[src/hw/rtl/dmr_pkg.sv]
// Shared types and constants of the dense matrix-vector residual engine.
package dmr_pkg;

  // Largest supported order by default, and the hard cap on the vector store.
  localparam int MAX_ORDER_DEF = 64;
  localparam int XCAP          = 64;

  // Order in use after reset.
  localparam logic [6:0] SIZE_RESET = 7'd64;

  // Entries of the command queue between front and back.
  localparam int QUEUE_DEPTH = 4;

  // Item kinds.
  localparam logic [1:0] FUNC_LOAD  = 2'd0;
  localparam logic [1:0] FUNC_ELEM  = 2'd1;
  localparam logic [1:0] FUNC_CLOSE = 2'd2;

  // Command handed from the front to the back.
  typedef struct packed {
    logic        is_close;
    logic        acc_en;
    logic [31:0] value;
    logic [31:0] xval;
    logic [5:0]  row_number;
    logic        mismatch;
    logic        last_row;
  } cmd_t;

endpackage

[src/hw/rtl/dmr_front.sv]
// Front end: accepts items, holds the x store and the row and column counters.
module dmr_front #(
  parameter int MAX_ORDER = dmr_pkg::MAX_ORDER_DEF
) (
  input  logic              clk,
  input  logic              rst_n,
  input  logic              in_valid,
  output logic              in_stall,
  input  logic [1:0]        in_func,
  input  logic [5:0]        in_index,
  input  logic [31:0]       in_value,
  input  logic              cfg_we,
  input  logic [6:0]        cfg_wdata,
  input  logic              q_full,
  output logic              q_push,
  output dmr_pkg::cmd_t     q_cmd
);

  localparam int XDEPTH = (MAX_ORDER < dmr_pkg::XCAP) ? MAX_ORDER : dmr_pkg::XCAP;
  localparam int AW     = $clog2(XDEPTH);
  localparam logic [6:0] CAP_N = 7'(XDEPTH);

  logic [31:0] xmem [XDEPTH];
  logic [31:0] xrd_r;

  logic [6:0]  size_r;
  logic [6:0]  col_r, col_nxt;
  logic [5:0]  row_r, row_nxt;
  logic        f_valid_r, f_valid_nxt;

  logic        f_close_r;
  logic        f_acc_en_r;
  logic [31:0] f_value_r;
  logic [5:0]  f_row_r;
  logic        f_mis_r;
  logic        f_last_r;

  logic [6:0]  n;
  logic        accept;
  logic        is_load, is_elem, is_close;
  logic        col_ok, idx_ok;
  logic [6:0]  row_inc;

  // Effective order, clamped to the supported range.
  always_comb begin
    if (size_r == 7'd0) begin
      n = 7'd1;
    end else if (size_r > CAP_N) begin
      n = CAP_N;
    end else begin
      n = size_r;
    end
  end

  // Classify the incoming item.
  always_comb begin
    is_load  = 1'b0;
    is_elem  = 1'b0;
    is_close = 1'b0;
    case (in_func)
      dmr_pkg::FUNC_LOAD:  is_load  = 1'b1;
      dmr_pkg::FUNC_ELEM:  is_elem  = 1'b1;
      dmr_pkg::FUNC_CLOSE: is_close = 1'b1;
      default: ;
    endcase
  end

  assign q_push   = f_valid_r && !q_full;
  assign in_stall = f_valid_r && q_full;
  assign accept   = in_valid && !in_stall;
  assign col_ok   = col_r < n;
  assign idx_ok   = {1'b0, in_index} < CAP_N;
  assign row_inc  = {1'b0, row_r} + 7'd1;

  // Counter and stage updates.
  always_comb begin
    col_nxt     = col_r;
    row_nxt     = row_r;
    f_valid_nxt = q_push ? 1'b0 : f_valid_r;
    if (accept && is_elem) begin
      if (col_r != 7'd127) begin
        col_nxt = col_r + 7'd1;
      end
      f_valid_nxt = 1'b1;
    end
    if (accept && is_close) begin
      col_nxt     = 7'd0;
      row_nxt     = (row_inc >= n) ? 6'd0 : row_inc[5:0];
      f_valid_nxt = 1'b1;
    end
  end

  always_ff @(posedge clk) begin
    if (!rst_n) begin
      size_r    <= dmr_pkg::SIZE_RESET;
      col_r     <= 7'd0;
      row_r     <= 6'd0;
      f_valid_r <= 1'b0;
    end else begin
      if (cfg_we) begin
        size_r <= cfg_wdata;
      end
      col_r     <= col_nxt;
      row_r     <= row_nxt;
      f_valid_r <= f_valid_nxt;
    end
  end

  // Stage register payload, captured with the item.
  always_ff @(posedge clk) begin
    if (accept && (is_elem || is_close)) begin
      f_close_r  <= is_close;
      f_acc_en_r <= is_elem && col_ok;
      f_value_r  <= in_value;
      f_row_r    <= row_r;
      f_mis_r    <= col_r != n;
      f_last_r   <= {1'b0, row_r} == (n - 7'd1);
    end
  end

  // Vector store: written by loads, read at the column counter for elements.
  always_ff @(posedge clk) begin
    if (accept && is_load && idx_ok) begin
      xmem[in_index[AW-1:0]] <= in_value;
    end
    if (accept && is_elem && col_ok) begin
      xrd_r <= xmem[col_r[AW-1:0]];
    end
  end

  always_comb begin
    q_cmd.is_close   = f_close_r;
    q_cmd.acc_en     = f_acc_en_r;
    q_cmd.value      = f_value_r;
    q_cmd.xval       = xrd_r;
    q_cmd.row_number = f_row_r;
    q_cmd.mismatch   = f_mis_r;
    q_cmd.last_row   = f_last_r;
  end

endmodule

[config.mk]
export PLATFORM = sky130hd
export DESIGN_NAME = dmr_front
export DESIGN_NICKNAME = d
export VERILOG_FILES = /design/src/hw/rtl/dmr_pkg.sv /design/src/hw/rtl/dmr_front.sv
export SDC_FILE = /design/constraint.sdc
export NUM_CORES = 2
export LEC_CHECK = 0
export ABC_AREA = 1
export BUFFER_PORTS_ARGS = -buffer_cell sky130_fd_sc_hd__buf_2
export CAP_MARGIN = 40
export CORE_MARGIN = 4
export CORE_UTILIZATION = 47
export CTS_CLUSTER_SIZE = 24
export DETAILED_ROUTE_END_ITERATION = 16
export PLACE_DENSITY_LB_ADDON = 0.1
export SLEW_MARGIN = 20
export SYNTH_ARGS = -nofsm -noshare
export SYNTH_HDL_FRONTEND = slang
export SYNTH_SLANG_ARGS = --single-unit
[constraint.sdc]
create_clock -name clk -period 3.4 [get_ports clk]
set_input_delay 0.51 -clock clk [delete_from_list [all_inputs] [get_ports clk]]
set_output_delay 0.51 -clock clk [all_outputs]
set_load 0.005 [all_outputs]
==> out/metrics.yaml <==
finalCriticalPeriod_ns: 2.97
vias_per_cell: 5.39
yosysTopAreaCellShare_pct: 71.1
dieHeight_um: 445
synth-edff-count: 2122
clkTransAtPathRegs_ns: 0.06
finalSetupTns_ns: 0
dpl.hpwl_um: 166000
status: "complete, no violations"
grt_overflow_total: 0
worst_setup_path_start_kind: "flip-flop"
clock_latency_ns: 0.87
die_x_um: 445
ys_async_sr_fraction_pct: 0
grt_pass1_vias: 56800
via_count: 60500
start_util_pct: 47.2
cts_tree: "done"
final-setup-viol-count: 0
clock_sinks: 2143
synthXorXnorAreaFrac_pct: 0.117
cp_max_fo: 29
syn-num-nets: 8329
antenna_left: 0
hold_violations: 0
reg2reg_depth: 11
synthSimpleGateAreaFrac_pct: 19.6
synth-compound-area-share_pct: 2.57
power_density_nw_per_um2: 532
clockRootBuffer: "clkbuf_16"
endpoint_kind: "flip-flop"
place_area_um2: 95800
synth.avg_cell_area_um2: 10.9
maxSlewViolCount: 0
rsz0062_at_grt: "no"
grt_first_pass_wirelength_um: 404000
final_nets: 8609
holdWs_ns: 0.0585
path_class: "reg2reg"
synth.area.top_cells: "edfxtp_1, nand2_1, nand3_1"
synth_top_family_by_area: "simple AND/OR/NAND/NOR gates"
wirelength_um: 280000
nFillCells: 16300
drt_iter0_markers: 7121
max_clock_freq_mhz: 337
maxCapViolations: 0
die_area_um2: 198000
first_pass_iters: 6
syn_to_final_growth_pct: 14.7
core_area_um2: 190000
multi_input_area_um2: 20700
antenna_found_initial: 18
cts_buffer_depth: 3
min_period_over_period_pct: 87.4
grt_max_degree: 114
ff_latch_area_um2: 64200
yosys.area_share.adder_pct: 0.279
p_leak_nw: 40.4
ys_seq_area_share_pct: 71.5
yosysTopAreaCell: "edfxtp_1"
design_area_um2: 103000
numCtsBuffers: 221
yosysWarnings: 0
drc: 0
peakVddDrop_mv: 0.478
synth_area_um2: 89700
port_buffers: 127
htreeDepth: 4
grt_usage_pct: 28.0
netlist_instances: 8257
ys_types: 32
rows: 160
wl_per_cell_um: 24.9
drive_above_1_share_pct: 9.83
critPathRequiredTime_ns: 4.11
top_level_ports: 128
max_slew_margin_pct: 39.6
tightest_slew_ns: 0.906
synthMuxAreaShare_pct: 0
hold_path_depth: 1
synth_seq_cells: 2143
power_mw: 54.7
hold_path_class: "in2reg"
worstPathArrival_ns: 3.68
place.gp.congestion: 0.847
finalClockSkew_ns: 0.0342
utilization_pct: 54.1
synth_flop_cell: "edfxtp_1"
## stage by stage
stage	cells	setup WS, ns
2_1_floorplan	8257	0.131
3_3_place_gp	10800	0.456
3_5_place_dp	10800	0.449
4_1_cts	11200	0.421
5_1_grt	11200	0.345
6_report	11200	0.428
## cell families after synthesis
kind of cell | after synthesis
AO/OA/AOI/OAI | 451
flip-flops | 2143
XOR/XNOR | 12
AND/OR/NAND/NOR | 4324
buffers and inverters | 1307
adder cells (fa/ha/maj) | 20
## timing repair
item / in CTS / in global routing
hold buffers: 25 / 2
endpoints found under the hold margin: 29 / 6
resized for setup: 0 / 0
setup buffers: 0 / 0
## sequential cells by signal (all words and copies together), names as in the netlist
signal,flops
f_valid_r,1
f_acc_en_r,1
col_r,7
xrd_r,32
size_r,7
xmem,2048
f_value_r,32
f_mis_r,1
f_last_r,1
f_row_r,6
f_close_r,1
row_r,6
## layer usage
| metal | part of all wire [%] | GRT usage (%) | vias up |
|---|---|---|---|
| li1 | - | - | 28000 |
| met1 | 43 | 40.2 | 29600 |
| met2 | 46 | 43.9 | 2510 |
| met3 | 7.5 | 3.79 | 413 |
| met4 | 3.6 | 10.1 | 6 |
| met5 | 0.014 | 0 | - |
## final cells by class
cell class,count,share of cell area (%)
antenna,10,0.0243
clock buffer,278,5.61
clock inverter,120,0.914
inverter,875,3.23
multi-input combinational,4807,20.1
sequential,2143,62.4
tap,2511,3.06
timing repair buffer,489,4.62
## cells in the mapped netlist (2+ instances only)
cell type / n
nand2_1: 2533
edfxtp_1: 2122
nand3_1: 921
inv_1: 869
nor2_1: 808
o21ai_0: 322
clkbuf_1: 172
buf_2: 159
a21oi_1: 84
buf_1: 58
or2_2: 35
buf_4: 28
o21ai_1: 24
dfxtp_1: 21
ha_1: 20
buf_6: 14
nand4_1: 14
o211ai_1: 10
xor2_1: 10
and3_1: 9
o22ai_1: 6
inv_2: 3
nor3_1: 3
clkinv_1: 2
o21a_1: 2
xnor2_1: 2
## cells in the final DEF, fill, tap and decap left out, types with 3 or more instances in the layout
cell type | synthesis | routed
a21oi_1 | 84 | 84
and3_1 | 9 | 9
buf_12 | 0 | 95
buf_16 | 0 | 7
buf_2 | 159 | 126
buf_4 | 28 | 234
bufinv_16 | 0 | 8
clkbuf_1 | 172 | 56
clkbuf_16 | 0 | 222
clkinv_1 | 2 | 64
clkinv_16 | 0 | 4
clkinv_2 | 0 | 32
clkinv_8 | 0 | 5
dfxtp_1 | 21 | 17
dfxtp_4 | 0 | 4
diode_2 | 0 | 10
dlygate4sd3_1 | 0 | 27
edfxtp_1 | 2122 | 2122
ha_1 | 20 | 20
inv_1 | 869 | 866
inv_16 | 0 | 4
inv_2 | 3 | 4
inv_6 | 0 | 6
nand2_1 | 2533 | 2533
nand3_1 | 921 | 921
nand4_1 | 14 | 14
nor2_1 | 808 | 740
nor2_4 | 0 | 67
nor3_1 | 3 | 3
o211ai_1 | 10 | 10
o21ai_0 | 322 | 322
o21ai_1 | 24 | 24
o22ai_1 | 6 | 6
or2_2 | 35 | 35
xor2_1 | 10 | 10
## report_power, final
| group | internal [mW] | switching [mW] | leakage [nW] |
|---|---|---|---|
| registers | 29.1 | 0.0554 | 19.3 |
| logic | 0.733 | 2.01 | 17.9 |
| clock network | 12.6 | 10.2 | 3.27 |
## worst paths after layout
path / slack [ns] / startpoint / end
worst max-delay path: 0.43 / col_r[1] / xrd_r[10]
worst min-delay path: 0.06 / in_value[21] / xmem[15][21]
worst max register to register: 0.43 / col_r[1] / xrd_r[10]
worst min register to register: 0.50 / row_r[4] / f_row_r[4]
## worst max-delay path, stage by stage, from the launching register on
cell and delay (ns):
dfxtp_4 0.60, inv_8 0.21, buf_12 0.24, buf_12 0.20, buf_12 0.16, nor2_1 0.10
o21ai_0 0.12, nand3_1 0.11, nand3_1 0.28, nand2_1 0.16, nand3_1 0.36, nand2_1 0.20
No activity file was read; power rests on OpenSTA's default activity.
