<file path="config.mk">
export PLATFORM = sky130hd
export DESIGN_NAME = dmr_back
export DESIGN_NICKNAME = d
export VERILOG_FILES = /design/src/hw/rtl/dmr_pkg.sv /design/src/hw/rtl/dmr_back.sv
export SDC_FILE = /design/constraint.sdc
export NUM_CORES = 2
export LEC_CHECK = 0
export BUFFER_PORTS_ARGS = -buffer_cell sky130_fd_sc_hd__buf_2
export CAP_MARGIN = 25
export CORE_UTILIZATION = 54
export CTS_BUF_LIST = sky130_fd_sc_hd__clkbuf_4 sky130_fd_sc_hd__clkbuf_8
export DETAILED_ROUTE_END_ITERATION = 8
export PLACE_DENSITY_LB_ADDON = 0.3
export SLEW_MARGIN = 20
export SYNTH_ARGS = -nofsm -noshare
export SYNTH_HDL_FRONTEND = slang
export SYNTH_SLANG_ARGS = --single-unit
</file>
<file path="constraint.sdc">
create_clock -name clk -period 7.6 [get_ports clk]
set_input_delay 0.38 -clock clk [delete_from_list [all_inputs] [get_ports clk]]
set_output_delay 0.38 -clock clk [all_outputs]
set_load 0.02 [all_outputs]
</file>
<file path="src/hw/rtl/dmr_pkg.sv">
// Shared types and constants of the dense matrix-vector residual engine.
package dmr_pkg;

  // Largest supported order by default, and the hard cap on the vector store.
  localparam int MAX_ORDER_DEF = 64;
  localparam int XCAP          = 64;

  // Order in use after reset.
  localparam logic [6:0] SIZE_RESET = 7'd64;

  // Entries of the command queue between front and back.
  localparam int QUEUE_DEPTH = 4;

  // Item kinds.
  localparam logic [1:0] FUNC_LOAD  = 2'd0;
  localparam logic [1:0] FUNC_ELEM  = 2'd1;
  localparam logic [1:0] FUNC_CLOSE = 2'd2;

  // Command handed from the front to the back.
  typedef struct packed {
    logic        is_close;
    logic        acc_en;
    logic [31:0] value;
    logic [31:0] xval;
    logic [5:0]  row_number;
    logic        mismatch;
    logic        last_row;
  } cmd_t;

endpackage

</file>
<file path="src/hw/rtl/dmr_back.sv">
// Back end: multiply, saturating accumulate, row close and result register.
module dmr_back (
  input  logic              clk,
  input  logic              rst_n,
  input  logic              q_empty,
  input  dmr_pkg::cmd_t     q_head,
  output logic              q_pop,
  output logic              out_valid,
  input  logic              out_stall,
  output logic [5:0]        out_row_number,
  output logic [31:0]       out_residual_value,
  output logic              out_saturated,
  output logic              out_count_mismatch,
  output logic              out_last_row
);

  localparam logic signed [63:0] ACC_LIM  = 64'sh4000_0000_0000_0000;
  localparam logic signed [63:0] ACC_NLIM = -ACC_LIM;
  localparam logic signed [63:0] ACC_MAX  = 64'sh7FFF_FFFF_FFFF_FFFF;
  localparam logic signed [63:0] ACC_MIN  = 64'sh8000_0000_0000_0000;
  localparam logic signed [64:0] R_MAX    = 65'sd2147483647;
  localparam logic signed [64:0] R_MIN    = -65'sd2147483648;
  localparam logic signed [64:0] HALF_LSB = 65'sd32768;

  logic adv;

  // Multiply stage.
  logic               s1_valid_r;
  logic               s1_close_r;
  logic               s1_acc_en_r;
  logic signed [63:0] s1_prod_r;
  logic [31:0]        s1_b_r;
  logic [5:0]         s1_row_r;
  logic               s1_mis_r;
  logic               s1_last_r;
  logic signed [31:0] mul_a, mul_b;
  logic signed [63:0] prod;

  // Accumulator and close stage.
  logic signed [63:0] acc_r, acc_nxt;
  logic               clip_r, clip_nxt;
  logic               s2_valid_r;
  logic signed [64:0] s2_diff_r;
  logic               s2_fmin_r;
  logic               s2_fmax_r;
  logic               s2_sat_r;
  logic [5:0]         s2_row_r;
  logic               s2_mis_r;
  logic               s2_last_r;
  logic signed [64:0] sum;
  logic signed [64:0] b_wide;
  logic signed [64:0] diff;

  // Rounding and result saturation.
  logic               out_valid_r;
  logic signed [64:0] rnd;
  logic signed [64:0] rq;
  logic [31:0]        res;
  logic               res_sat;

  assign adv   = !out_valid_r || !out_stall;
  assign q_pop = adv && !q_empty;

  assign mul_a = q_head.value;
  assign mul_b = q_head.xval;
  assign prod  = mul_a * mul_b;

  always_ff @(posedge clk) begin
    if (adv && !q_empty) begin
      s1_close_r  <= q_head.is_close;
      s1_acc_en_r <= q_head.acc_en;
      s1_prod_r   <= prod;
      s1_b_r      <= q_head.value;
      s1_row_r    <= q_head.row_number;
      s1_mis_r    <= q_head.mismatch;
      s1_last_r   <= q_head.last_row;
    end
  end

  // Saturating accumulate for elements; clear after a close.
  assign sum    = {acc_r[63], acc_r} + {s1_prod_r[63], s1_prod_r};
  assign b_wide = {{17{s1_b_r[31]}}, s1_b_r, 16'h0000};
  assign diff   = b_wide - {acc_r[63], acc_r};

  always_comb begin
    acc_nxt  = acc_r;
    clip_nxt = clip_r;
    if (adv && s1_valid_r) begin
      if (s1_close_r) begin
        acc_nxt  = '0;
        clip_nxt = 1'b0;
      end else if (s1_acc_en_r) begin
        if (sum[64] != sum[63]) begin
          acc_nxt  = sum[64] ? ACC_MIN : ACC_MAX;
          clip_nxt = 1'b1;
        end else begin
          acc_nxt = sum[63:0];
        end
      end
    end
  end

  always_ff @(posedge clk) begin
    if (adv && s1_valid_r && s1_close_r) begin
      s2_diff_r <= diff;
      s2_fmin_r <= acc_r > ACC_LIM;
      s2_fmax_r <= acc_r < ACC_NLIM;
      s2_sat_r  <= clip_r;
      s2_row_r  <= s1_row_r;
      s2_mis_r  <= s1_mis_r;
      s2_last_r <= s1_last_r;
    end
  end

  // Round half up to Q16.16 and clip to 32 bits.
  assign rnd = s2_diff_r + HALF_LSB;
  assign rq  = rnd >>> 16;

  always_comb begin
    res     = rq[31:0];
    res_sat = s2_sat_r;
    if (s2_fmin_r) begin
      res     = R_MIN[31:0];
      res_sat = 1'b1;
    end else if (s2_fmax_r) begin
      res     = R_MAX[31:0];
      res_sat = 1'b1;
    end else if (rq > R_MAX) begin
      res     = R_MAX[31:0];
      res_sat = 1'b1;
    end else if (rq < R_MIN) begin
      res     = R_MIN[31:0];
      res_sat = 1'b1;
    end
  end

  always_ff @(posedge clk) begin
    if (adv && s2_valid_r) begin
      out_row_number     <= s2_row_r;
      out_residual_value <= res;
      out_saturated      <= res_sat;
      out_count_mismatch <= s2_mis_r;
      out_last_row       <= s2_last_r;
    end
  end

  // Control state of the back pipeline.
  always_ff @(posedge clk) begin
    if (!rst_n) begin
      s1_valid_r  <= 1'b0;
      s2_valid_r  <= 1'b0;
      out_valid_r <= 1'b0;
      acc_r       <= '0;
      clip_r      <= 1'b0;
    end else begin
      acc_r  <= acc_nxt;
      clip_r <= clip_nxt;
      if (adv) begin
        s1_valid_r  <= !q_empty;
        s2_valid_r  <= s1_valid_r && s1_close_r;
        out_valid_r <= s2_valid_r;
      end
    end
  end

  assign out_valid = out_valid_r;

endmodule

</file>
==> results.toml <==
[drt]
drt-wirelength-per-cell_um = 18.3
postRouteAntennaNets = 0
drtPass1Iterations = 5
drt-initial-drc-count = 2277
drt_drc_violations_left = 0
viasPerCell = 5.38
routed-via-count = 38400
drt-total-wl_mm = 131

[sta]
timing_worst_slew_pin_value_ns = 0.899
final_worst_path_cycle_share_pct = 98.0
period_minus_slack_ns = 7.45
fmax_ghz = 0.134
rsz0062_at_grt = "true"
timing.final.hold_violations = 0
setup_viol = 0
fin_setup_tns_ns = 0
drv_slew = 0
timing.clock.skew_ns = 0.0334
worst_slew_margin_rel_pct = 39.3

[logic_synthesis]
count_of_flip_flops_with_a_built_in_enable_after_synthesis = 208
synth_seq_cells = 276
netlist_instances = 5520
synth-async-reset-ratio_pct = 0
synth_cell_type_count = 82
syn_area_per_cell_sq_um = 9.49
ys.flop_type = "sky130_fd_sc_hd__edfxtp_1"
post_synthesis_net_count = 6978
number_of_warnings_reported_in_the_yosys_synthesis_log = 0
synth-seq-area-share_pct = 14.5
synth.cell_area_sq_mm = 0.0524

[critical_path]
critical-path-top-cell-by-count = "sky130_fd_sc_hd__fa_1"
path_class = "input port to flip-flop"
crit_required_ns = 7.91
critical-path-slowest-cell = "sky130_fd_sc_hd__fa_1"
worst_path_largest_cell_delay_ns = 0.60
worstPathArrival_ns = 7.76
kind_of_end_point_of_the_critical_path = "flip-flop"
critPathLaunchType = "input port"
critPathMaxFanout = 20

[die]
start_util_pct = 54.8
row_count = 113
die-area_sq_mm = 0.0983
die_h_um = 314
fp.dieW_um = 314
core-area_sq_mm = 0.0956
pin_count = 121

[min_path]
min-delay-path-class = "input port to flip-flop"

[final_layout]
fin_nets = 7297
layout_fillers = 7979
multi_input_area_sq_mm = 0.0400
final-instance-count-excl-fill = 7137
syn_to_final_growth_pct = 11.3
layout-drive-gt1-share_pct = 11.5
layout.area.seq_sq_mm = 0.00761
final_design_area_no_fill_sq_mm = 0.0583
mostFrequentLayoutCells = "sky130_fd_sc_hd__fa_1 (1074), sky130_fd_sc_hd__inv_1 (1051), sky130_fd_sc_hd__nand2_1 (661)"
final_common_cell = "sky130_fd_sc_hd__fa_1"

[job]
max_cap_viol_count = 0

[clock_network]
clock_tree.root_cell = "sky130_fd_sc_hd__clkbuf_8"
clock_tree.buffer_depth = 3
cts.htree.levels = 2
numCtsBuffers = 41
clock_insertion_delay_at_the_later_pin_of_the_skew_report_ns = 0.59
clk_pin_slew_worst_paths_ns = 0.06
clock_sinks = 276
clock_tree_from_tritoncts = "done"

[grt]
first_pass_grt_wire_length_mm = 216
grt_pass1_vias = 41000
total_congestion_overflow_after_global_routing = 0
maximum_number_of_pins_on_one_net_before_global_route_repair = 67
most_crowded_layer_after_global_routing = "met2"
gr-usage-met3_pct = 4.88
met1_layer_usage_reported_by_global_route_pct = 39.1
antenna_found_initial = 2
met2_resource_use_gr_pct = 45.3
grt_use_total_pct = 27.7

[place]
globalplace.congestion = 0.917
dpl_cell_area_sq_mm = 0.0570
numPlacedInstances = 7047
detailed_place_hpwl_mm = 112
numPortBuffers = 120

[run_status]
outcome = "finished, final reports clean"
## final cells by class
type                            count  share of cell area (%)
Multi-Input combinational cell   3923                    68.5
Sequential cell                   276                    13.0
Timing Repair Buffer              541                    7.38
Inverter                         1056                    6.80
Tap cell                         1265                    2.71
Clock buffer                       46                    1.03
Clock inverter                     29                   0.491
Antenna cell                        1                 0.00429
## logic make-up (layout without fill, tap and decap cells)
logic type	Yosys count	count (layout)	synth area share [%]
DFF	276	276	14.5
other	0	1	0
adders and majority gates	1380	1380	48.5
muxes	5	5	0.105
buffers and inverters	1321	1672	9.69
and+or+nand+nor	1680	1680	16.0
AOI/OAI and AO/OA	656	656	7.86
xor gates and xnor gates	202	202	3.38
## repair_timing
| action | CTS | global route |
|---|---|---|
| endpoints found under the hold margin | 10 | 0 |
| pin swaps | 0 | 30 |
| endpoints found under the setup margin | 2 | 16 |
| buffers inserted | 0 | 3 |
| hold buffers | 10 | 0 |
| resized for setup | 3 | 110 |
## registers in the layout, summed over array words and instances, names as in the netlist, 6 cells and up
| name | cells |
|---|---|
| out_residual_value | 32 |
| s1_b_r | 32 |
| s1_row_r | 6 |
| out_row_number | 6 |
| s1_prod_r | 64 |
| s2_row_r | 6 |
| s2_diff_r | 50 |
| acc_r | 64 |
## metrics by stage
| step | setup WS, ns | utilization (%) | hold WS, ns |
|---|---|---|---|
| 2_1_floorplan | 0.00367 | - | 0.400 |
| 3_3_place_gp | -0.632 | 59.6 | 0.400 |
| 3_5_place_dp | -0.708 | 59.6 | 0.405 |
| 4_1_cts | 0.00666 | 60.6 | 0.0391 |
| 5_1_grt | -0.0572 | 61.0 | 0.0577 |
| 6_report | 0.148 | 61.0 | 0.0702 |
## critical path: cells and delay by family
| kind | cells | cell delay (ns) |
|---|---|---|
| fa+ha+maj | 9 | 4.49 |
| compound gates | 8 | 1.37 |
| buf+inv | 8 | 1.01 |
| simple gates | 3 | 0.36 |
| xor+xnor | 1 | 0.11 |
## Yosys cell counts, drive strengths merged (79+ instances only)
cell | instances | area share, %
clkbuf | 234 | 1.7
o21ai | 177 | 1.7
xor2 | 79 | 1.3
and2 | 515 | 6.1
a21oi | 185 | 1.8
xnor2 | 123 | 2.1
a21o | 94 | 1.3
inv | 1055 | 7.6
nor2 | 139 | 1.0
ha | 297 | 7.1
fa | 1083 | 41
nand2 | 662 | 4.7
nor3 | 92 | 0.88
edfxtp | 208 | 12
## worst paths after layout
kind / start / endpoint / slack, ns / depth (start not counted)
setup / recovery: q_head[58] / s1_prod_r[63] / 0.15 / 29
hold reg to reg: s2_row_r[1] / out_row_number[1] / 0.42 / 0
setup reg to reg: s1_prod_r[4] / acc_r[5] / 2.79 / 13
hold / removal: q_empty / s1_valid_r / 0.07 / 2
## routing by layer
| metal | wire length, um | share of wire (%) |
|---|---|---|
| met3 | 10100 | 7.7 |
| met2 | 60400 | 46 |
| met5 | 0 | 0 |
| met4 | 2550 | 1.9 |
| met1 | 57800 | 44 |
Power is left out: the tool's default activity adds up to more than one toggle a clock period on the data nets, which glitch-free logic cannot reach.
