[src/hw/rtl/dmr_pkg.sv]
// Shared types and constants of the dense matrix-vector residual engine.
package dmr_pkg;

  // Largest supported order by default, and the hard cap on the vector store.
  localparam int MAX_ORDER_DEF = 64;
  localparam int XCAP          = 64;

  // Order in use after reset.
  localparam logic [6:0] SIZE_RESET = 7'd64;

  // Entries of the command queue between front and back.
  localparam int QUEUE_DEPTH = 4;

  // Item kinds.
  localparam logic [1:0] FUNC_LOAD  = 2'd0;
  localparam logic [1:0] FUNC_ELEM  = 2'd1;
  localparam logic [1:0] FUNC_CLOSE = 2'd2;

  // Command handed from the front to the back.
  typedef struct packed {
    logic        is_close;
    logic        acc_en;
    logic [31:0] value;
    logic [31:0] xval;
    logic [5:0]  row_number;
    logic        mismatch;
    logic        last_row;
  } cmd_t;

endpackage

[src/hw/rtl/dmr_queue.sv]
// Short command queue that decouples the front end from the arithmetic back end.
module dmr_queue (
  input  logic              clk,
  input  logic              rst_n,
  input  logic              push,
  input  dmr_pkg::cmd_t     push_cmd,
  output logic              full,
  input  logic              pop,
  output logic              empty,
  output dmr_pkg::cmd_t     head
);

  localparam int DEPTH = dmr_pkg::QUEUE_DEPTH;
  localparam int AW    = (DEPTH > 1) ? $clog2(DEPTH) : 1;
  localparam int CW    = $clog2(DEPTH + 1);
  localparam logic [AW-1:0] LAST_PTR = AW'(DEPTH - 1);
  localparam logic [CW-1:0] FULL_CNT = CW'(DEPTH);

  dmr_pkg::cmd_t mem [DEPTH];
  logic [AW-1:0] wr_ptr_r, rd_ptr_r;
  logic [CW-1:0] cnt_r;

  assign full  = cnt_r == FULL_CNT;
  assign empty = cnt_r == '0;
  assign head  = mem[rd_ptr_r];

  // Pointers and fill count.
  always_ff @(posedge clk) begin
    if (!rst_n) begin
      wr_ptr_r <= '0;
      rd_ptr_r <= '0;
      cnt_r    <= '0;
    end else begin
      if (push) begin
        wr_ptr_r <= (wr_ptr_r == LAST_PTR) ? '0 : wr_ptr_r + AW'(1);
      end
      if (pop) begin
        rd_ptr_r <= (rd_ptr_r == LAST_PTR) ? '0 : rd_ptr_r + AW'(1);
      end
      if (push && !pop) begin
        cnt_r <= cnt_r + CW'(1);
      end else if (pop && !push) begin
        cnt_r <= cnt_r - CW'(1);
      end
    end
  end

  // Entry storage.
  always_ff @(posedge clk) begin
    if (push) begin
      mem[wr_ptr_r] <= push_cmd;
    end
  end

endmodule

[config.mk]
export PLATFORM = sky130hd
export DESIGN_NAME = dmr_queue
export DESIGN_NICKNAME = d
export VERILOG_FILES = /design/src/hw/rtl/dmr_pkg.sv /design/src/hw/rtl/dmr_queue.sv
export SDC_FILE = /design/constraint.sdc
export NUM_CORES = 1
export LEC_CHECK = 0
export CORE_UTILIZATION = 45
export CTS_CLUSTER_DIAMETER = 40
export DETAILED_ROUTE_END_ITERATION = 6
export DONT_BUFFER_PORTS = 1
export GPL_TIMING_DRIVEN = 0
export PLACE_DENSITY_LB_ADDON = 0.3
export SYNTH_ARGS = -nofsm -noshare
export SYNTH_HDL_FRONTEND = slang
export SYNTH_SLANG_ARGS = --single-unit
[constraint.sdc]
create_clock -name clk -period 4.36 [get_ports clk]
set_clock_uncertainty 0.15 [all_clocks]
set_input_delay 0.872 -clock clk [delete_from_list [all_inputs] [get_ports clk]]
set_output_delay 0.872 -clock clk [all_outputs]
set_load 0.05 [all_outputs]
==> metrics.txt, run 1 <==
status=finished clean; Detail Route Antenna Nets=0; Final setup violation count=0; sequential cell area=9070 um^2; post_cts resized=0; Fin. Hold Viols=0; n_diodes=0; GR Overflow Total=0; worst-path cell chain=buf_2 > buf_2 > mux4_2; DR iter-0 viols=343; Vias=~4600; RD Place Congestion=0.697; highest clock rate=roughly 330 MHz; Setup Crit Path Kind=reg -> out; clk sinks=305; die width=approximately 160 um; commonest cells after routing, fill and taps aside=296 x edfxtp_1, 74 x mux4_2, 42 x clkbuf_16; metal2 WL=between 9000 and 10000 um; TritonCTS clock tree=yes; Top Layer Used=met4; Core Rows=between 50 and 60; min Tclk post-route=3050 ps; Starting Density=0.458; fin crit share=0.700; clock buffer depth=3; max_slew headroom=0.0412; initial antenna violation count=0; synthesized instance count=430; final core occ=0.536; share of the synthesized area in the top cell type=0.798; Hold Path Class=in -> reg; fin nets=561; number of global-route vias before repair=5036; die span in y=about 160 um; pin count of the biggest net entering global routing=40; Core Region=between 20000 and 25000 um^2; # fillers=1832; DRC errors left=0; Die Area=25400 um^2; WP data arrival=2030 ps; CP most frequent cell=buf_2; Yosys warning total=0; top fanout value on the critical path=10; first-pass GRT wire length=roughly 30000 um; routed vias/inst=5.48; Worst Path Required=3340 ps; HPWL Detailed=~12000 um; Final Non-Filler Cells=830; clock tree root driver cell=clkbuf_16; final total power=7380 uW; Avg WL per Cell=between 20 and 25 um; H-Tree Depth=2; Post-Place Cells=758; Slowest-stage cell, CP=mux4_2; drt total wl=~20000 um; Mapped Area=~11000 um^2; Global Route Usage Sum=0.159; max-cap violations=0; wire length on met3=1550 um; Netlist cell types=22; Synth Register Bits=305; most common cell after layout, fill and taps aside=edfxtp_1; wl on met1=7800 um; Worst-path clk slew=roughly 60 ps; Pins Over Slew Limit=0; dominant cell type by area after synthesis=edfxtp_1; share of layout cells above drive strength 1=0.324; I/O Pins=between 150 and 200; Skew-Pair Late Insertion Delay=510 ps; crit end category=primary output; Pwr Density=566 nW/um^2; Port Buffers=0; Critical Path Source Type=register; P&R area growth vs syn=17.0%; Max stage delay on crit path=between 500 and 600 ps; unrepaired setup endpoints after global routing=false; main area contributors after synthesis=edfxtp_1 80%, mux4_2 15%, dfxtp_1 1.6%; leakage dissipation=approximately 0.0041 uW; # hold bufs at CTS=0; Multi-input gate area=slightly below 2000 um^2; Post-CTS Setup Bufs=0; Avg Cell Area, Syn=around 26 um^2; maximum vdd drop=310 uV; drt pass-1 iters=4; number of CTS-inserted buffers=40; Slew @ Worst Pin=roughly 1400 ps; Syn Nets=515; sequential fraction of the synthesis area=0.814
## layer usage
layer / vias up / global-route usage
li1: 1945 / -
met1: 2407 / 0.196
met2: 167 / 0.262
met3: 33 / 0.0565
met4: 0 / 0.0559
met5: - / 0
## cells by family after synthesis
kind of cell / synth area share
compound gates: 0.00180
fa+ha+maj: 0.00854
flops: 0.814
buf+inv: 0.0126
simple gates: 0.00809
xor+xnor: 0.00157
mux: 0.153
## registers in the layout, indices dropped and copies added (netlist names), named ones only
register	count
rd_ptr_r	2
mem	296
wr_ptr_r	2
cnt_r	3
## worst paths after layout
kind,cells past startpoint,start,slack [ps],endpoint
max,3,register,1310,head[28]
min,0,push_cmd[3],300,mem[3][3]
max reg2reg,3,wr_ptr_r[0],2350,mem[3][41]
min reg2reg,2,cnt_r[2],380,cnt_r[2]
## area by class of cell
type,instances,area share
plain buffers,16,0.00960
flip-flops and latches,305,0.696
clock inverters,24,0.0224
multi-input cells,105,0.149
well taps,324,0.0311
clock buffers,48,0.0824
repair buffers,4,0.00845
inverters,4,0.00115
## cells in the mapped netlist
cell,n
a21boi_0,1
and2_1,5
buf_2,7
buf_4,1
buf_6,7
clkbuf_1,1
dfxtp_1,9
edfxtp_1,296
fa_1,1
ha_1,6
inv_1,4
mux2i_1,4
mux4_2,74
nor2_1,1
nor2b_1,5
nor3_1,2
nor3b_1,1
o21a_1,1
o21ai_0,1
or3_1,1
xnor2_1,1
xor2_1,1
## stage by stage
stage	setup slack (ps)	instance area (um^2)	hold slack [ps]	TNS [ps]
6_report	1310	13000	297	0
5_1_grt	1190	13000	265	0
4_1_cts	1230	13000	275	0
3_5_place_dp	1790	11700	363	0
3_3_place_gp	-172	11500	337	-46610
2_1_floorplan	1170	11100	322	0
## report_power, final
| group | internal (uW) | switching (uW) | leakage [uW] |
|---|---|---|---|
| clock | 2070 | 1190 | 0.000662 |
| combinational | 183 | 540 | 0.000679 |
| sequential | 3360 | 34.0 | 0.00279 |
## worst max-delay path, delay by kind of cell (launching register included)
family | cells | cell delay, ps
muxes | 1 | 530
buffers and inverters | 2 | 670
DFF | 1 | 320
Power figures use the tool's default switching activity.
==> inputs of run 2 (changes only) <==
==> constraint.sdc (replaced) <==
create_clock -name clk -period 2.9 [get_ports clk]
set_clock_uncertainty 0.15 [all_clocks]
set_input_delay 0.58 -clock clk [delete_from_list [all_inputs] [get_ports clk]]
set_output_delay 0.58 -clock clk [all_outputs]
set_load 0.05 [all_outputs]
==> run 2 against run 1 <==
Net effect:
- global-route usage grew 0.35 points
- combinational power rose by 68%
- core utilization up 3.1 points
- hold slack got worse by 250 ps
- final cell count rose by 9.0%
- clock-buffer cell count stayed put
- wire length grew 1.8%
- sequential share of layout area is 3.8 points lower
- clock power increased by 50%
- setup slack worse by 1200 ps
- critical path depth is the same
- non-clock buffer count is 75 higher
- critical path type unchanged
- largest power group unchanged
==> metrics.txt, run 2 (synthesized netlist as in run 1, its figures left out) <==
Setup Crit Path Kind=reg -> out; NetSw=between 2000 and 3000 uW; max-cap violations=0; Pwr Density=814 nW/um^2; n_diodes=0; Critical Path Source Type=register; Avg WL per Cell=around 22 um; Top reg by flops=mem; Fin. Hold Viols=0; Max stage delay on crit path=530 ps; highest clock rate=363 MHz; clk sinks=305; Final Non-Filler Cells=905; flop2flop setup slack=890 ps; hold path startpoint=rst_n; Post-CTS Setup Bufs=0; GR Overflow Total=0; Worst Path Required=2170 ps; Global Route Usage Sum=0.163; leakage dissipation=0.00445 uW; status=finished clean; Internal=8510 uW; # hold bufs at CTS=73; Gate power share=0.108; Worst Hold End=cnt_r[0]; sw frac=0.241; share of layout cells above drive strength 1=0.282; max_slew headroom=0.0412; post_cts resized=0; Core Region=24300 um^2; Slowest-stage cell, CP=mux4_2; Skew-Pair Late Insertion Delay=510 ps; I/O Pins=154; first-pass GRT wire length=31100 um; Die Area=between 20000 and 30000 um^2; WP data arrival=2030 ps; Area after DPL=11700 um^2; routed vias/inst=around 5.3; H-Tree Depth=2; pin count of the biggest net entering global routing=40; max reg flops=around 300; number of CTS-inserted buffers=40; Core Rows=57; number of global-route vias before repair=5320; DRC errors left=0; # fillers=1768; DR iter-0 viols=276; Worst-path clk slew=50 ps; clock buffer depth=3; Hold Path Class=in -> reg; crit end category=primary output; P&R area growth vs syn=23.8%; CP most frequent cell=buf_2; maximum vdd drop=472 uV; Slew @ Worst Pin=1430 ps; Pins Over Slew Limit=0; top fanout value on the critical path=10; HPWL Detailed=approximately 12000 um; Port Buffers=0; cell area after layout=13800 um^2; Post-Place Cells=758; R2R Path Start=wr_ptr_r[0]; fin nets=636; fin crit share=0.950; drt total wl=20000 um; die width=159 um; Starting Density=0.458; Final setup violation count=0; clock tree root driver cell=clkbuf_16; unrepaired setup endpoints after global routing=false; min Tclk post-route=2760 ps; Vias=between 4000 and 5000; RD Place Congestion=approximately 0.70; Largest regs=mem: 296 flops, cnt_r: 3 flops; worst-path cell chain=buf_2 > buf_2 > mux4_2; clock share of power=0.437; die span in y=~160 um; Worst R2R Path Depth=3; RR Endpoint=mem[3][41]; commonest cells after routing, fill and taps aside=296 x edfxtp_1, 75 x dlygate4sd3_1, 74 x mux4_2; Detail Route Antenna Nets=0; initial antenna violation count=0; TritonCTS clock tree=yes; worst hold path depth=1; drt pass-1 iters=4; sequential share of power=0.455; most common cell after layout, fill and taps aside=edfxtp_1
## run 2: cell count changes in the layout (fill, tap and decap cells not counted)
cell           previous run  this run
dlygate4sd3_1             0        75
## run 2: area by class of cell
| cell class | instances | area (um^2) | area share |
|---|---|---|---|
| Buffer | 16 | 125 | 0.00908 |
| Timing Repair Buffer | 79 | 861 | 0.0624 |
| Inverter | 4 | 15.0 | 0.00109 |
| Tap cell | 324 | 405 | 0.0294 |
| Clock inverter | 24 | 292 | 0.0211 |
| Sequential cell | 305 | 9070 | 0.658 |
| Clock buffer | 48 | 1070 | 0.0779 |
| Multi-Input combinational cell | 105 | 1940 | 0.141 |
## run 2: worst max-delay path: cells and delay by family, from the launching register on
family / cells / cell delay (ps)
buffers and inverters: 2 / 660
muxes: 1 / 530
DFF: 1 / 320
## run 2: how the worst max path moves through the flow
| stage | startpoint | to | slack [ps] | cells after the start |
|---|---|---|---|---|
| 3_3_place_gp | push | mem[0][58] | -1340 | 1 |
| 2_1_floorplan | push | mem[0][0] | 0.6 | 1 |
| 3_5_place_dp | register | head[28] | 620 | 3 |
| 4_1_cts | register | head[28] | 60 | 3 |
| 5_1_grt | register | head[28] | 20 | 3 |
| 6_report | register | head[28] | 140 | 3 |
## run 2: routing by layer
layer	track usage	share of wire	up-vias
met5	0	0	-
met1	0.207	0.41	2514
li1	-	-	2100
met4	0.0581	0.021	0
met2	0.270	0.50	170
met3	0.0448	0.064	33
## run 2: stage by stage
| step | setup WS, ps | hold slack, ps | util | total power [uW] | TNS, ps |
|---|---|---|---|---|---|
| final | 145 | 48.4 | 0.567 | 11200 | 0 |
| after CTS | 64.9 | 2.54 | 0.566 | 11300 | 0 |
| after detailed placement | 623 | 363 | 0.480 | 6310 | 0 |
| after floorplan | 0.567 | 322 | - | 6130 | 0 |
| after global placement | -1340 | 337 | 0.475 | 6270 | -392340 |
| after global routing | 17.9 | 32.7 | 0.567 | 11600 | 0 |
## run 2: power groups by stage
stage | registers [uW] | logic (uW) | clock network (uW)
2_1_floorplan | 5190 | 941 | 0
3_3_place_gp | 5200 | 1070 | 0
3_5_place_dp | 5200 | 1110 | 0
4_1_cts | 5110 | 1230 | 5000
5_1_grt | 5120 | 1270 | 5180
6_report | 5100 | 1210 | 4900
==> inputs of run 3 (changes only) <==
--- a/config.mk
+++ b/config.mk
@@ -5,10 +5,10 @@
 export SDC_FILE = /design/constraint.sdc
 export NUM_CORES = 1
 export LEC_CHECK = 0
+export BUFFER_PORTS_ARGS = -buffer_cell sky130_fd_sc_hd__clkbuf_2
 export CORE_UTILIZATION = 45
 export CTS_CLUSTER_DIAMETER = 40
 export DETAILED_ROUTE_END_ITERATION = 6
-export DONT_BUFFER_PORTS = 1
 export GPL_TIMING_DRIVEN = 0
 export PLACE_DENSITY_LB_ADDON = 0.3
 export SYNTH_ARGS = -nofsm -noshare
==> run 3 against run 2 <==
Net effect:
- combinational power up 6%
- non-clock buffer count grew 78
- sequential power hardly changed
- register-to-register slack better by 30 ps
- die area unchanged
- design area decreased by 0.55%
- core utilization is 0.31 points lower
- critical path depth is 1 higher
- global-route usage about the same
- critical path type unchanged
- largest cell class unchanged
- highest routed layer unchanged
==> metrics.txt, run 3 (synthesized netlist as in run 1, its figures left out) <==
# fillers=1813; Worst R2R Path Depth=4; crit end category=primary output; Core Region=24300 um^2; fin nets=around 700; unrepaired setup endpoints after global routing=true; M3 GR Usage=0.0393; P&R area growth vs syn=23.1%; TritonCTS clock tree=yes; final core occ=0.564; Setup Crit Path Kind=reg -> out; Worst-path clk slew=60 ps; DRC errors left=0; Worst Hold End=mem[1][35]; hold path startpoint=push_cmd[35]; number of global-route vias before repair=approximately 5700; status=finished clean; flop2flop setup slack=920 ps; Final setup violation count=0; DR iter-0 viols=249; first-pass GRT wire length=~31000 um; worst hold path depth=1; min Tclk post-route=2800 ps; Fin. Hold Viols=0; max reg flops=296; H-Tree Depth=2; clock buffer depth=3; top fanout value on the critical path=10; CP most frequent cell=buf_2; Core Rows=57; Port Buffers=approximately 150; RR Endpoint=mem[2][43]; Worst Path Required=2170 ps; Pins Over Slew Limit=0; fin crit share=0.966; clk sinks=305; Vias=5106; Max stage delay on crit path=350 ps; hold slack=135 ps; Skew-Pair Late Insertion Delay=510 ps; RD Place Congestion=between 0.6 and 0.7; worst path bufs/invs=3; n_diodes=0; drt total wl=19600 um; Post-CTS Setup Bufs=0; Pwr Density=803 nW/um^2; maximum vdd drop=roughly 440 uV; routed vias/inst=approximately 5.2; HPWL Detailed=roughly 12000 um; Critical Path Source Type=register; max-cap violations=0; Detail Route Antenna Nets=0; initial antenna violation count=0; worst-path cell chain=buf_2 > buf_2 > mux4_2 > clkbuf_2; Avg WL per Cell=20.0 um; clock tree root driver cell=clkbuf_16; WP depth=4; GRT met1 Usage=0.208; grt met2 use=0.277; delay-heaviest family, CP=buffers and inverters; WP data arrival=between 2000 and 2500 ps; die width=about 160 um; Die Area=25400 um^2; Top reg by flops=mem; number of CTS-inserted buffers=38; commonest cells after routing, fill and taps aside=296 x edfxtp_1, 117 x clkbuf_2, 74 x mux4_2; highest clock rate=357 MHz; Starting Density=0.458; share of layout cells above drive strength 1=0.476; I/O Pins=154; drt pass-1 iters=4; Global Route Usage Sum=0.163; max_slew headroom=0.548; most common cell after layout, fill and taps aside=edfxtp_1; Largest regs=mem: 296 flops, cnt_r: 3 flops; Slowest-stage cell, CP=mux4_2; GR peak layer=met2; pin count of the biggest net entering global routing=45; Hold Path Class=in -> reg; GR Overflow Total=0; R2R Path Start=wr_ptr_r[0]; Slew @ Worst Pin=677 ps; leakage dissipation=0.00472 uW; die span in y=159 um
[run 3: cell count changes in the layout (fill, tap and decap cells not counted), moves of 2 or more]
cell	previous run	this run
clkinv_1	0	3
clkbuf_2	0	117
clkinvlp_4	4	2
buf_2	7	42
clkbuf_16	42	39
dlygate4sd3_1	75	0
clkbuf_1	7	5
clkinv_4	1	3
[run 3: power by group]
part / total, uW / internal, uW / switching (uW) / leakage [uW]
Sequential: 5100 / 5050 / 50.4 / 0.00279
Clock: 4630 / 2870 / 1760 / 0.000627
Combinational: 1280 / 391 / 887 / 0.00130
Total: 11000 / 8310 / 2700 / 0.00472
[run 3: worst reg2reg max path, cell delays in order (launching register included)]
cell and delay, ps:
dfxtp_1 350, inv_1 90, ha_1 150, and2_4 570
buf_16 310
[run 3: cell type report]
cell class,instances,area [um^2],share of cell area
timing repair buffer,157,876,0.0639
clock inverter,26,285,0.0208
inverter,4,15.0,0.00110
multi-input combinational,105,1940,0.141
tap,324,405,0.0296
sequential,305,9070,0.662
buffer,16,128,0.00931
clock buffer,43,991,0.0723
[run 3: worst max path at each step]
| stage | start | to | slack [ps] |
|---|---|---|---|
| after floorplan | push | mem[0][0] | 0.6 |
| after global placement | push | mem[2][62] | -1550 |
| after detailed placement | register | head[5] | 570 |
| after CTS | register | head[29] | 10 |
| after global routing | register | head[24] | -20 |
| final | register | head[24] | 100 |
[run 3: metal layers]
layer	part of all wire	wire length (um)	up-vias
met2	0.52	10300	134
li1	-	-	2257
met1	0.41	8030	2686
met3	0.051	1000	29
met4	0.016	312	0
met5	0	0	-
[run 3: timing repair]
item                                    in CTS  in global routing
gates resized for setup                      0                 37
hold buffers                                 0                  0
endpoints found under the setup margin       0                 45
[run 3: per-stage QoR]
stage                     setup WS (ps)  std cells  instance area [um^2]  total power (uW)  setup TNS (ps)
after floorplan                   0.567        430                 11100              6130               0
final                              98.7        980                 13700             11000               0
after detailed placement            569        911                 12400              6490               0
after global placement            -1550        907                 12300              6460         -454610
after CTS                          12.4        980                 13700             11100               0
after global routing              -17.2        980                 13700             11400           -68.6
